### src/rtl/core/abrpm_pkg.sv
// Shared constants and types for the burst RMS and peak level meter.
`timescale 1ns / 1ps

package abrpm_pkg;

    localparam int RAW_W           = 32;
    localparam int SAMPLE_SHIFT    = 8;
    localparam int MAG_W           = 24;
    localparam int SQ_W            = 2 * MAG_W;
    localparam int RMS_W           = 24;
    localparam int PEAK_W          = 24;
    localparam int COUNT_W         = 10;
    localparam int M_TDATA_W       = 64;
    localparam int MAX_SAMPLES_DEF = 512;
    localparam int QUEUE_DEPTH     = 4;
    localparam int QPTR_W          = $clog2(QUEUE_DEPTH);

    typedef enum logic [3:0] {
        ST_IDLE = 4'b0001,
        ST_DIV  = 4'b0010,
        ST_SQRT = 4'b0100,
        ST_OUT  = 4'b1000
    } back_state_t;

endpackage

### src/rtl/core/abrpm_front.sv
// Front pipeline: magnitude, square and per-burst accumulation.
`timescale 1ns / 1ps

module abrpm_front #(
    parameter int MAX_SAMPLES = abrpm_pkg::MAX_SAMPLES_DEF,
    parameter int CNT_W       = $clog2(MAX_SAMPLES + 1),
    parameter int SUM_W       = abrpm_pkg::SQ_W - 2 + CNT_W,
    parameter int ENTRY_W     = SUM_W + abrpm_pkg::PEAK_W + CNT_W
) (
    input  logic                           aclk,
    input  logic                           aresetn,
    input  logic                           s_tvalid,
    output logic                           s_tready,
    input  logic [abrpm_pkg::RAW_W-1:0]    s_tdata,
    input  logic                           s_tlast,
    input  logic                           q_full,
    output logic                           push,
    output logic [ENTRY_W-1:0]             push_data
);
    import abrpm_pkg::*;

    logic              en;
    logic [MAG_W-1:0]  s24;
    logic [MAG_W-1:0]  mag;

    logic              v1_reg;
    logic [MAG_W-1:0]  mag1_reg;
    logic              last1_reg;
    logic              v2_reg;
    logic [SQ_W-1:0]   sq2_reg;
    logic [MAG_W-1:0]  mag2_reg;
    logic              last2_reg;

    logic [SUM_W-1:0]  sum_reg,  sum_next;
    logic [PEAK_W-1:0] peak_reg, peak_next;
    logic [CNT_W-1:0]  cnt_reg,  cnt_next;
    logic              close;

    assign en       = !q_full;
    assign s_tready = en;

    assign s24 = s_tdata[RAW_W-1:SAMPLE_SHIFT];
    assign mag = s24[MAG_W-1] ? (~s24 + MAG_W'(1)) : s24;

    always_comb begin
        sum_next  = sum_reg + SUM_W'(sq2_reg);
        peak_next = (mag2_reg > peak_reg) ? mag2_reg : peak_reg;
        cnt_next  = cnt_reg + CNT_W'(1);
        close     = last2_reg || (cnt_next == CNT_W'(MAX_SAMPLES));
    end

    assign push      = en && v2_reg && close;
    assign push_data = {cnt_next, peak_next, sum_next};

    always_ff @(posedge aclk) begin
        if (!aresetn) begin
            v1_reg   <= 1'b0;
            v2_reg   <= 1'b0;
            sum_reg  <= '0;
            peak_reg <= '0;
            cnt_reg  <= '0;
        end else if (en) begin
            v1_reg <= s_tvalid;
            v2_reg <= v1_reg;
            if (v2_reg) begin
                if (close) begin
                    sum_reg  <= '0;
                    peak_reg <= '0;
                    cnt_reg  <= '0;
                end else begin
                    sum_reg  <= sum_next;
                    peak_reg <= peak_next;
                    cnt_reg  <= cnt_next;
                end
            end
        end
    end

    always_ff @(posedge aclk) begin
        if (en) begin
            mag1_reg  <= mag;
            last1_reg <= s_tlast;
            sq2_reg   <= mag1_reg * mag1_reg;
            mag2_reg  <= mag1_reg;
            last2_reg <= last1_reg;
        end
    end

    a_cnt_bound: assert property (@(posedge aclk) disable iff (!aresetn)
        cnt_reg < CNT_W'(MAX_SAMPLES))
        else $error("open burst count reached the burst limit");

    a_peak_cleared: assert property (@(posedge aclk) disable iff (!aresetn)
        push |=> (peak_reg == '0 && sum_reg == '0))
        else $error("burst state not cleared after close");

endmodule

### src/rtl/core/abrpm_queue.sv
// Short queue of closed-burst totals between front and back.
`timescale 1ns / 1ps

module abrpm_queue #(
    parameter int WIDTH = 90
) (
    input  logic             aclk,
    input  logic             aresetn,
    input  logic             push,
    input  logic [WIDTH-1:0] push_data,
    output logic             full,
    output logic             not_empty,
    input  logic             pop,
    output logic [WIDTH-1:0] head
);
    import abrpm_pkg::*;

    logic [WIDTH-1:0]  entry_reg [QUEUE_DEPTH];
    logic [QPTR_W-1:0] wr_ptr_reg, rd_ptr_reg;
    logic [QPTR_W:0]   fill_reg;

    assign full      = (fill_reg == (QPTR_W + 1)'(QUEUE_DEPTH));
    assign not_empty = (fill_reg != '0);
    assign head      = entry_reg[rd_ptr_reg];

    always_ff @(posedge aclk) begin
        if (!aresetn) begin
            wr_ptr_reg <= '0;
            rd_ptr_reg <= '0;
            fill_reg   <= '0;
        end else begin
            if (push) begin
                wr_ptr_reg <= wr_ptr_reg + QPTR_W'(1);
            end
            if (pop) begin
                rd_ptr_reg <= rd_ptr_reg + QPTR_W'(1);
            end
            if (push && !pop) begin
                fill_reg <= fill_reg + (QPTR_W + 1)'(1);
            end else if (pop && !push) begin
                fill_reg <= fill_reg - (QPTR_W + 1)'(1);
            end
        end
    end

    always_ff @(posedge aclk) begin
        if (push) begin
            entry_reg[wr_ptr_reg] <= push_data;
        end
    end

    a_no_overflow: assert property (@(posedge aclk) disable iff (!aresetn)
        push |-> !full)
        else $error("push into full queue");

    a_no_underflow: assert property (@(posedge aclk) disable iff (!aresetn)
        pop |-> not_empty)
        else $error("pop from empty queue");

endmodule

### src/rtl/core/abrpm_back.sv
// Back end: serial divide by count, serial integer square root, result register.
`timescale 1ns / 1ps

module abrpm_back #(
    parameter int CNT_W   = 10,
    parameter int SUM_W   = 56,
    parameter int ENTRY_W = SUM_W + abrpm_pkg::PEAK_W + CNT_W
) (
    input  logic                              aclk,
    input  logic                              aresetn,
    input  logic                              q_not_empty,
    input  logic [ENTRY_W-1:0]                q_head,
    output logic                              pop,
    output logic                              m_tvalid,
    input  logic                              m_tready,
    output logic [abrpm_pkg::M_TDATA_W-1:0]   m_tdata
);
    import abrpm_pkg::*;

    localparam int ROOT_W = (SUM_W + 1) / 2;
    localparam int OP_W   = 2 * ROOT_W;
    localparam int SREM_W = ROOT_W + 2;
    localparam int STEP_W = $clog2(SUM_W);

    back_state_t       state_reg, state_next;
    logic [STEP_W-1:0] step_reg;

    logic [SUM_W-1:0]  quo_reg;
    logic [CNT_W:0]    rem_reg;
    logic [CNT_W-1:0]  div_reg;
    logic [PEAK_W-1:0] peak_reg;
    logic [OP_W-1:0]   op_reg;
    logic [SREM_W-1:0] srem_reg;
    logic [ROOT_W-1:0] root_reg;
    logic [RMS_W-1:0]  rms_reg;

    logic [CNT_W:0]    rem_sh;
    logic              div_ge;
    logic [SUM_W-1:0]  quo_next;
    logic [SREM_W-1:0] srem_sh, trial;
    logic              sq_ge;
    logic [ROOT_W-1:0] root_next;
    logic [CNT_W+COUNT_W-1:0] cnt_ext;

    assign pop      = (state_reg == ST_IDLE) && q_not_empty;
    assign m_tvalid = (state_reg == ST_OUT);
    assign cnt_ext  = {{COUNT_W{1'b0}}, div_reg};
    assign m_tdata  = {(M_TDATA_W - RMS_W - PEAK_W - COUNT_W)'(0),
                       cnt_ext[COUNT_W-1:0], peak_reg, rms_reg};

    always_comb begin
        rem_sh    = {rem_reg[CNT_W-1:0], quo_reg[SUM_W-1]};
        div_ge    = rem_sh >= {1'b0, div_reg};
        quo_next  = {quo_reg[SUM_W-2:0], div_ge};
        srem_sh   = {srem_reg[ROOT_W-1:0], op_reg[OP_W-1 -: 2]};
        trial     = {root_reg, 2'b01};
        sq_ge     = srem_sh >= trial;
        root_next = {root_reg[ROOT_W-2:0], sq_ge};
    end

    always_comb begin
        state_next = state_reg;
        unique case (state_reg)
            ST_IDLE: if (q_not_empty) state_next = ST_DIV;
            ST_DIV:  if (step_reg == STEP_W'(SUM_W - 1)) state_next = ST_SQRT;
            ST_SQRT: if (step_reg == STEP_W'(ROOT_W - 1)) state_next = ST_OUT;
            ST_OUT:  if (m_tready) state_next = ST_IDLE;
            default: state_next = ST_IDLE;
        endcase
    end

    always_ff @(posedge aclk) begin
        if (!aresetn) begin
            state_reg <= ST_IDLE;
            step_reg  <= '0;
        end else begin
            state_reg <= state_next;
            if (state_next != state_reg) begin
                step_reg <= '0;
            end else begin
                step_reg <= step_reg + STEP_W'(1);
            end
        end
    end

    always_ff @(posedge aclk) begin
        unique case (state_reg)
            ST_IDLE: begin
                quo_reg  <= q_head[SUM_W-1:0];
                peak_reg <= q_head[SUM_W +: PEAK_W];
                div_reg  <= q_head[SUM_W+PEAK_W +: CNT_W];
                rem_reg  <= '0;
            end
            ST_DIV: begin
                quo_reg  <= quo_next;
                rem_reg  <= div_ge ? (rem_sh - {1'b0, div_reg}) : rem_sh;
                op_reg   <= OP_W'(quo_next);
                srem_reg <= '0;
                root_reg <= '0;
            end
            ST_SQRT: begin
                op_reg   <= op_reg << 2;
                srem_reg <= sq_ge ? (srem_sh - trial) : srem_sh;
                root_reg <= root_next;
                rms_reg  <= root_next[RMS_W-1:0];
            end
            ST_OUT: begin
            end
            default: begin
            end
        endcase
    end

    a_out_leaves_on_ready: assert property (@(posedge aclk) disable iff (!aresetn)
        (m_tvalid && !m_tready) |=> (state_reg == ST_OUT))
        else $error("result dropped before it was taken");

    a_div_rem_bound: assert property (@(posedge aclk) disable iff (!aresetn)
        (state_reg == ST_DIV) |-> (rem_reg < {1'b0, div_reg}))
        else $error("divide remainder not below divisor");

endmodule

### src/rtl/core/audio_burst_rms_peak_meter_unit.sv
// Top level of the burst RMS and peak level meter.
`timescale 1ns / 1ps

// Takes one 32-bit microphone word per beat (audio in bits 31:8) and sums the
// squared sample magnitudes and tracks the peak over a burst that ends on a beat
// with s_tlast high or on the MAX_SAMPLES-th beat. The front pipeline accepts one
// beat per cycle while the queue is not full, three stages deep. Each closed burst
// enters a four-entry queue; the back end then divides by the count one quotient
// bit per cycle and takes the integer square root two operand bits per cycle,
// then holds the result until m_tready. The back end handles one burst at a time;
// bursts that close faster than it finishes them fill the queue, and then s_tready
// drops until the back end drains it.
// m_tdata carries rms in bits 23:0, peak in 47:24, sample count (low 10 bits) in
// 57:48.
module audio_burst_rms_peak_meter_unit #(
    parameter int MAX_SAMPLES = abrpm_pkg::MAX_SAMPLES_DEF
) (
    input  logic                             aclk,
    input  logic                             aresetn,
    input  logic                             s_tvalid,
    output logic                             s_tready,
    input  logic [abrpm_pkg::RAW_W-1:0]      s_tdata,   // raw_word
    input  logic                             s_tlast,   // last_of_burst
    output logic                             m_tvalid,
    input  logic                             m_tready,
    output logic [abrpm_pkg::M_TDATA_W-1:0]  m_tdata    // rms_level, peak_level, sample_count
);
    import abrpm_pkg::*;

    localparam int CNT_W   = $clog2(MAX_SAMPLES + 1);
    localparam int SUM_W   = SQ_W - 2 + CNT_W;
    localparam int ENTRY_W = SUM_W + PEAK_W + CNT_W;

    logic               q_full;
    logic               q_not_empty;
    logic               push;
    logic               pop;
    logic [ENTRY_W-1:0] push_data;
    logic [ENTRY_W-1:0] q_head;

    abrpm_front #(
        .MAX_SAMPLES (MAX_SAMPLES),
        .CNT_W       (CNT_W),
        .SUM_W       (SUM_W),
        .ENTRY_W     (ENTRY_W)
    ) u_front (
        .aclk      (aclk),
        .aresetn   (aresetn),
        .s_tvalid  (s_tvalid),
        .s_tready  (s_tready),
        .s_tdata   (s_tdata),
        .s_tlast   (s_tlast),
        .q_full    (q_full),
        .push      (push),
        .push_data (push_data)
    );

    abrpm_queue #(
        .WIDTH (ENTRY_W)
    ) u_queue (
        .aclk      (aclk),
        .aresetn   (aresetn),
        .push      (push),
        .push_data (push_data),
        .full      (q_full),
        .not_empty (q_not_empty),
        .pop       (pop),
        .head      (q_head)
    );

    abrpm_back #(
        .CNT_W   (CNT_W),
        .SUM_W   (SUM_W),
        .ENTRY_W (ENTRY_W)
    ) u_back (
        .aclk        (aclk),
        .aresetn     (aresetn),
        .q_not_empty (q_not_empty),
        .q_head      (q_head),
        .pop         (pop),
        .m_tvalid    (m_tvalid),
        .m_tready    (m_tready),
        .m_tdata     (m_tdata)
    );

endmodule

### config.mk
export PLATFORM = sky130hd
export DESIGN_NAME = audio_burst_rms_peak_meter_unit
export DESIGN_NICKNAME = d
export VERILOG_FILES = /design/src/rtl/core/abrpm_pkg.sv /design/src/rtl/core/abrpm_front.sv /design/src/rtl/core/abrpm_queue.sv /design/src/rtl/core/abrpm_back.sv /design/src/rtl/core/audio_burst_rms_peak_meter_unit.sv
export SDC_FILE = /design/constraint.sdc
export NUM_CORES = 2
export LEC_CHECK = 0
export BUFFER_PORTS_ARGS = -buffer_cell sky130_fd_sc_hd__buf_4
export CAP_MARGIN = 0
export CORE_ASPECT_RATIO = 1.75
export CORE_MARGIN = 8
export CORE_UTILIZATION = 58
export CTS_CLUSTER_DIAMETER = 200
export DETAILED_ROUTE_END_ITERATION = 10
export MAX_ROUTING_LAYER = met4
export PLACE_DENSITY = 0.83
export SLEW_MARGIN = 15
export SYNTH_ARGS = -nofsm -noshare
export SYNTH_HDL_FRONTEND = slang
export SYNTH_SLANG_ARGS = --single-unit
export TNS_END_PERCENT = 50
### constraint.sdc
create_clock -name aclk -period 6.99 [get_ports aclk]
set_clock_uncertainty 0.2 [all_clocks]
set_input_delay 0.699 -clock aclk [delete_from_list [all_inputs] [get_ports aclk]]
set_output_delay 0.699 -clock aclk [all_outputs]
set_load 0.05 [all_outputs]
Word level (Yosys, flattened, before mapping)
Memory sizes are Yosys's and may differ from the RTL's. A register that Yosys moved wholly into a read port is not among the register bits.
Cells that the tools add are included.
{"block": "op_classes", "n_lt_le_gt_ge": 3, "reduce_logical": 15, "eq_ne": 9, "n_mux": 23, "n_mul": 1, "n_bitwise": 3, "n_addsub": 10}
{"cell": "case mux 56 bit (2 select lines)", "count": 2}
{"cell": "case mux 28 bit (2 select lines)", "count": 2}
{"cell": "adder 56 x 48 -> 56 bit", "count": 1}
{"cell": "two-way mux 56 bit", "count": 1}
{"cell": "multiplier 24 x 24 -> 48 bit", "count": 1}
{"cell": "two-way mux 24 bit", "count": 2}
{"cell": ">= comparator 30 bit", "count": 1}
{"cell": "two-way mux 28 bit", "count": 1}
{"cell": "subtractor 28 bit", "count": 1}
{"cell": "adder 24 x 1 -> 24 bit (second input constant)", "count": 1}
{"cell": "greater-than comparator 24 bit", "count": 1}
{"cell": "NOT 24 bit", "count": 1}
{"cell": "two-way mux 23 bit", "count": 1}
{"cell": "two-way mux 10 bit", "count": 2}
{"cell": "case mux 10 bit (2 select lines)", "count": 1}
{"cell": "two-way mux 4 bit", "count": 4}
{"cell": "case mux 4 bit (4 select lines)", "count": 1}
{"cell": ">= comparator 11 x 10 -> 1 bit", "count": 1}
{"cell": "adder 10 x 1 -> 10 bit (second input constant)", "count": 1}
{"cell": "equality test 10 bit (second input constant)", "count": 1}
{"cell": "subtractor 10 bit", "count": 1}
{"cell": "adder 6 x 1 -> 6 bit (second input constant)", "count": 1}
{"cell": "equality test 6 x 5 -> 1 bit (second input constant)", "count": 1}
{"cell": "equality test 6 bit (second input constant)", "count": 1}
{"cell": "20 further kinds", "count": 33}
{"block": "word_totals", "input_bits": 37, "reg_bits": 443, "mem_count": 1, "ramBits": 360, "out_inout_bits": 66, "word_cells": 89}
{"name": "u_queue.entry_reg", "words": 4, "width": 90, "rd": 1, "rd_ports_with_merged_regs": 1, "write_ports": 1, "line": "abrpm_queue.sv:18", "rtl": "logic [WIDTH-1:0] entry_reg [QUEUE_DEPTH];"}

Depth between registers and ports, before layout
{"block": "logic_depth", "word_depth": 8, "mapped_depth": 28, "ltp_nobuf": 26}

Cells and area by module
From an unflattened synthesis, not the netlist that was laid out.
{"block": "hier_totals", "cells_unflattened": 4399, "area_unflattened_um2": 51983.6}
{"mod": "abrpm_front", "area_per_inst_um2": 26674.3, "seq_area_each_um2": 4724.5, "instances": 1, "cells_per_inst": 2805}
{"mod": "abrpm_queue", "area_per_inst_um2": 13524.2, "seq_area_each_um2": 10990.5, "instances": 1, "cells_per_inst": 513}
{"mod": "abrpm_back", "area_per_inst_um2": 11785.1, "seq_area_each_um2": 7287.0, "instances": 1, "cells_per_inst": 1081}

Least setup slack after synthesis
No wires, ideal clock.
{"block": "synth_path", "path_kind": "reg2reg", "start": "register u_front.mag1_reg[18]", "end": "register u_front.sq2_reg[35] (data pin)", "required_ps": 6531, "synth_period_minus_slack_ps": 7257, "t_arrival_ps": 6798, "stages_incl_launch_ff": 28, "setup_slack_ps": -267, "setup_time_ps": 259, "path_buffers": 3, "path_cell_list": "edfxtp_1 > clkbuf_1 > clkbuf_1 > nand2_1 > fa_1 > inv_1 > fa_1 > fa_1 > inv_1 > fa_1 > inv_1 > fa_1 > fa_1 > inv_1 > fa_1 > inv_1 > ha_1 > clkbuf_1 > a21o_1 > a21o_1 > a21oi_1 > nor2_1 > a311o_1 > nor2_2 > o21ai_1 > a221o_1 > a21oi_2 > xnor2_1"}
{"block": "synth_via", "elab_chain_cells": 1}
{"element": "start, declared", "line": "abrpm_front.sv:27", "rtl": "logic [MAG_W-1:0] mag1_reg;"}
{"element": "start signal, assigned", "line": "abrpm_front.sv:81", "rtl": "mag1_reg <= mag;"}
{"element": "multiplier 24 x 24 -> 48 bit", "line": "abrpm_front.sv:83", "rtl": "sq2_reg <= mag1_reg * mag1_reg;"}
{"element": "end signal, assigned", "line": "abrpm_front.sv:83"}
{"element": "end, declared", "line": "abrpm_front.sv:30", "rtl": "logic [SQ_W-1:0] sq2_reg;"}
Every way passes these cells.
A chain may end at the register's enable or synchronous reset.

Worst setup path after layout
{"block": "layout_path", "start": "register u_front.mag1_reg[4]", "end": "register u_front.sq2_reg[45] (data pin)"}
Same word-level chain as after synthesis.

==> load_flow_metrics.sql <==
INSERT INTO impl_metrics (metric_group, metric, value, unit) VALUES
('status', 'outcome', 'finished, violations left', ''),
('status', 'violations', 'negative setup slack', ''),
('layout', 'area_growth_syn_to_layout', '14.2', '%'),
('min_path', 'worst_hold_path_type', 'input port to register', ''),
('setup_path', 'cp-end-kind', 'register', ''),
('floorplan', 'floorplan.core_area', '0.0889', 'mm^2'),
('synth', 'syn-instance-count', '4459', ''),
('placed_design', 'place_congestion', '0.947', ''),
('floorplan', 'chipWidth', '242', 'um'),
('floorplan', 'num_io_pins', '103', ''),
('synth', 'number_of_register_bits_inferred_by_synthesis', '803', ''),
('setup_path', 'critical_path.startpoint_type', 'register', ''),
('global_routing', 'globalRouteTotalUtil', '24.9', '%'),
('synth', 'synth.distinct_cells', '86', ''),
('sta', 'final-setup-viol-count', '17', ''),
('sta', 'slew_viol_final', '0', ''),
('detailed_routing', 'drt-vias-per-instance', '5.79', ''),
('sta', 'measured_slew_at_the_worst_slew_check_pin', '1.00', 'ns'),
('setup_path', 'path_delay_family', 'adder cells', ''),
('synth', 'post-synth-top-count-cell', 'sky130_fd_sc_hd__edfxtp_1', ''),
('setup_path', 'timing.critical_path.required', '7.17', 'ns'),
('layout', 'post_route_cells_drive_above_1_share', '16.6', '%'),
('sta', 'fin_crit_period', '7.52', 'ns'),
('clock_network', 'cts.root.buffer_cell', 'sky130_fd_sc_hd__clkbuf_16', ''),
('clock_network', 'numClockSinks', '803', ''),
('detailed_routing', 'avgRoutedWirePerCell', '20.6', 'um'),
('sta', 'hold-worst-slack', '0.0300', 'ns'),
('floorplan', 'start_util', '58.3', '%'),
('detailed_routing', 'total_vias_in_the_final_route', '34700', ''),
('synth', 'yosys_warnings', '0', ''),
('detailed_routing', 'dr.first_iter.drc_count', '2374', ''),
('setup_path', 'timing.critical_path.from', 'u_front.mag1_reg[4]', ''),
('placed_design', 'dpl.hpwl', '86600', 'um'),
('global_routing', 'grt_first_pass_wirelength', '192000', 'um'),
('clock_network', 'clk-insertion-delay-late', '0.67', 'ns'),
('clock_network', 'cts_htree_levels', '3', ''),
('layout', 'layout.nets', '5531', ''),
('setup_path', 'crit_path_max_incr_delay', '0.58', 'ns'),
('sta', 'finalHoldViolCount', '0', ''),
('sta', 'min_setup_slack_post_route', '-0.534', 'ns'),
('sta', 'grt_setup_unrepaired', 'yes', ''),
('min_path', 'hold_path_startpoint', 's_tlast', ''),
('placed_design', 'port-buffer-count', '88', ''),
('global_routing', 'maximum_number_of_pins_on_one_net_before_global_route_repair', '67', ''),
('sta', 'finalCritPeriodShare', '108', '%'),
('clock_network', 'cts_max_path_buffers', '3', ''),
('synth', 'synth-main-ff-cell', 'sky130_fd_sc_hd__edfxtp_1', ''),
('setup_path', 'worstPathMaxFanout', '11', ''),
('job', 'max_cap_viol_count', '0', ''),
('synth', 'post_synth.cell_area_avg', '11.6', 'um^2'),
('clock_network', 'path_clk_slew', '0.06', 'ns'),
('layout', 'flip_flop_count_of_the_largest_register_all_copies_and_words_added', '360', ''),
('setup_path', 'worstSetupPathType', 'register to register', ''),
('clock_network', 'numCtsBuffers', '75', ''),
('setup_path', 'cp_data_arrival_time', '7.71', 'ns'),
('synth', 'synth.top_cells.by_count', 'sky130_fd_sc_hd__edfxtp_1 (692), sky130_fd_sc_hd__inv_1 (688), sky130_fd_sc_hd__nand2_1 (593)', ''),
('synth', 'synth.top_cell.area_share', '40.1', '%'),
('setup_path', 'critical-path-slowest-cell', 'sky130_fd_sc_hd__fa_1', ''),
('floorplan', 'std_cell_rows', '145', ''),
('setup_path', 'dominant_cell_type_by_count_on_the_critical_path', 'sky130_fd_sc_hd__fa_1', ''),
('synth', 'synth_top_area_cell', 'sky130_fd_sc_hd__edfxtp_1', ''),
('floorplan', 'die_height', '411', 'um'),
('detailed_routing', 'remaining_antenna_violation_count', '0', ''),
('synth', 'mappedNetlistArea', '0.0518', 'mm^2'),
('sta', 'max_freq', '0.133', 'GHz'),
('global_routing', 'antenna_found_initial', '0', ''),
('sta', 'worst_slew_margin_rel', '33.3', '%'),
('global_routing', 'global_route.overflow_total', '0', ''),
('detailed_routing', 'drt_drc_violations_left', '0', ''),
('synth', 'synthArstFlopShare', '0', '%'),
('synth', 'synth_edf_count', '692', ''),
('global_routing', 'vias_in_the_first_global_route', '37700', ''),
('setup_path', 'crit-reg2reg-launch', 'u_front.mag1_reg[4]', ''),
('detailed_routing', 'firstDrtPassIters', '7', ''),
('synth', 'ys_seq_area_share', '44.4', '%'),
('floorplan', 'die_area', '0.0996', 'mm^2'),
('synth', 'netlist_top_cells_area', 'sky130_fd_sc_hd__edfxtp_1 (40%), sky130_fd_sc_hd__fa_1 (17%), sky130_fd_sc_hd__ha_1 (7.2%)', ''),
('clock_network', 'cts_tree', 'done', ''),
('layout', 'fillCellCount', '6070', ''),
('setup_path', 'cp_num_buf_inv', '6', ''),
('detailed_routing', 'routed_wirelength', '123000', 'um');
kinds of logic (layout without fill, tap and decap cells):
kind of cell	count (synthesis)	in the layout	share of synthesized area, %
multiplexers	137	137	4.88
flip-flops	803	803	44.4
XOR/XNOR	177	177	2.99
buffers and inverters	876	1239	6.42
AO/OA/AOI/OAI	574	574	7.37
AND/OR/NAND/NOR	1164	1164	10.2
other	1	7	0.00723
adder cells (fa/ha/maj)	727	727	23.8
through the flow:
step                instances  util [%]  area (um^2)  setup WS, ns  TNS [ns]
floorplan                4464         -        52000       -0.0268   -0.0268
global placement         5821      62.6        55600        -0.431     -2.92
detailed placement       5821      62.6        55600        -0.598     -4.10
CTS                      5970      65.8        58500        -0.240     -1.62
global route             6003      66.6        59200        -0.656     -7.81
finish                   6004      66.6        59200        -0.534     -4.65
what timing repair did:
item,in CTS,in global routing
pin swaps,40,95
gates cloned,0,1
gates resized for setup,63,104
buffers inserted,11,33
setup endpoints to repair,15,23
endpoints found under the hold margin,1,0
hold buffers,1,0
worst paths after layout:
check / slack [ns] / end / cells after the start
worst max register to register: -0.53 / u_front.sq2_reg[45] / 25
worst max-delay path: -0.53 / u_front.sq2_reg[45] / 25
worst min register to register: 0.22 / u_front.last2_reg / 0
worst min-delay path: 0.03 / u_front.last1_reg / 1
placed cells by master (no fill, tap or decap), types with 19 or more instances in the layout:
cell type,synthesis,final
sky130_fd_sc_hd__clkbuf_16,0,80
sky130_fd_sc_hd__fa_2,0,19
sky130_fd_sc_hd__a21oi_1,148,135
sky130_fd_sc_hd__a21o_1,98,98
sky130_fd_sc_hd__buf_4,6,366
sky130_fd_sc_hd__mux4_2,90,90
sky130_fd_sc_hd__ha_1,298,276
sky130_fd_sc_hd__inv_1,688,674
sky130_fd_sc_hd__nand3_1,54,52
sky130_fd_sc_hd__mux2i_1,23,23
sky130_fd_sc_hd__nand4_1,35,35
sky130_fd_sc_hd__edfxtp_1,692,692
sky130_fd_sc_hd__nor2_1,189,186
sky130_fd_sc_hd__mux2_2,24,24
sky130_fd_sc_hd__nor2b_1,24,24
sky130_fd_sc_hd__and2_1,144,127
sky130_fd_sc_hd__xnor2_1,124,124
sky130_fd_sc_hd__o21ai_0,87,85
sky130_fd_sc_hd__nor3_1,21,20
sky130_fd_sc_hd__a22oi_1,23,23
sky130_fd_sc_hd__fa_1,429,410
sky130_fd_sc_hd__a22o_1,48,48
sky130_fd_sc_hd__o31ai_1,21,21
sky130_fd_sc_hd__dfxtp_1,111,109
sky130_fd_sc_hd__buf_6,0,24
sky130_fd_sc_hd__nand2_1,593,572
sky130_fd_sc_hd__xor2_1,53,53
per-layer routing:
metal | GRT usage, % | share of wire [%]
met3 | 2.95 | 4.7
met1 | 24.3 | 33
met2 | 47.4 | 56
met5 | - | 0
met4 | 13.5 | 6.2
final cells by class:
class	instances	area, um^2	share of cell area (%)
multi-input combinational	2785	26200	44.3
clock inverter	43	402	0.679
timing repair buffer	412	3430	5.79
antenna	1	2.50	0.00423
sequential	803	23000	38.9
inverter	690	2590	4.38
clock buffer	94	2070	3.50
tap	1176	1470	2.49
Power is not shown: default switching activity piles up to over one toggle a cycle in this logic, so the estimate is an artifact.
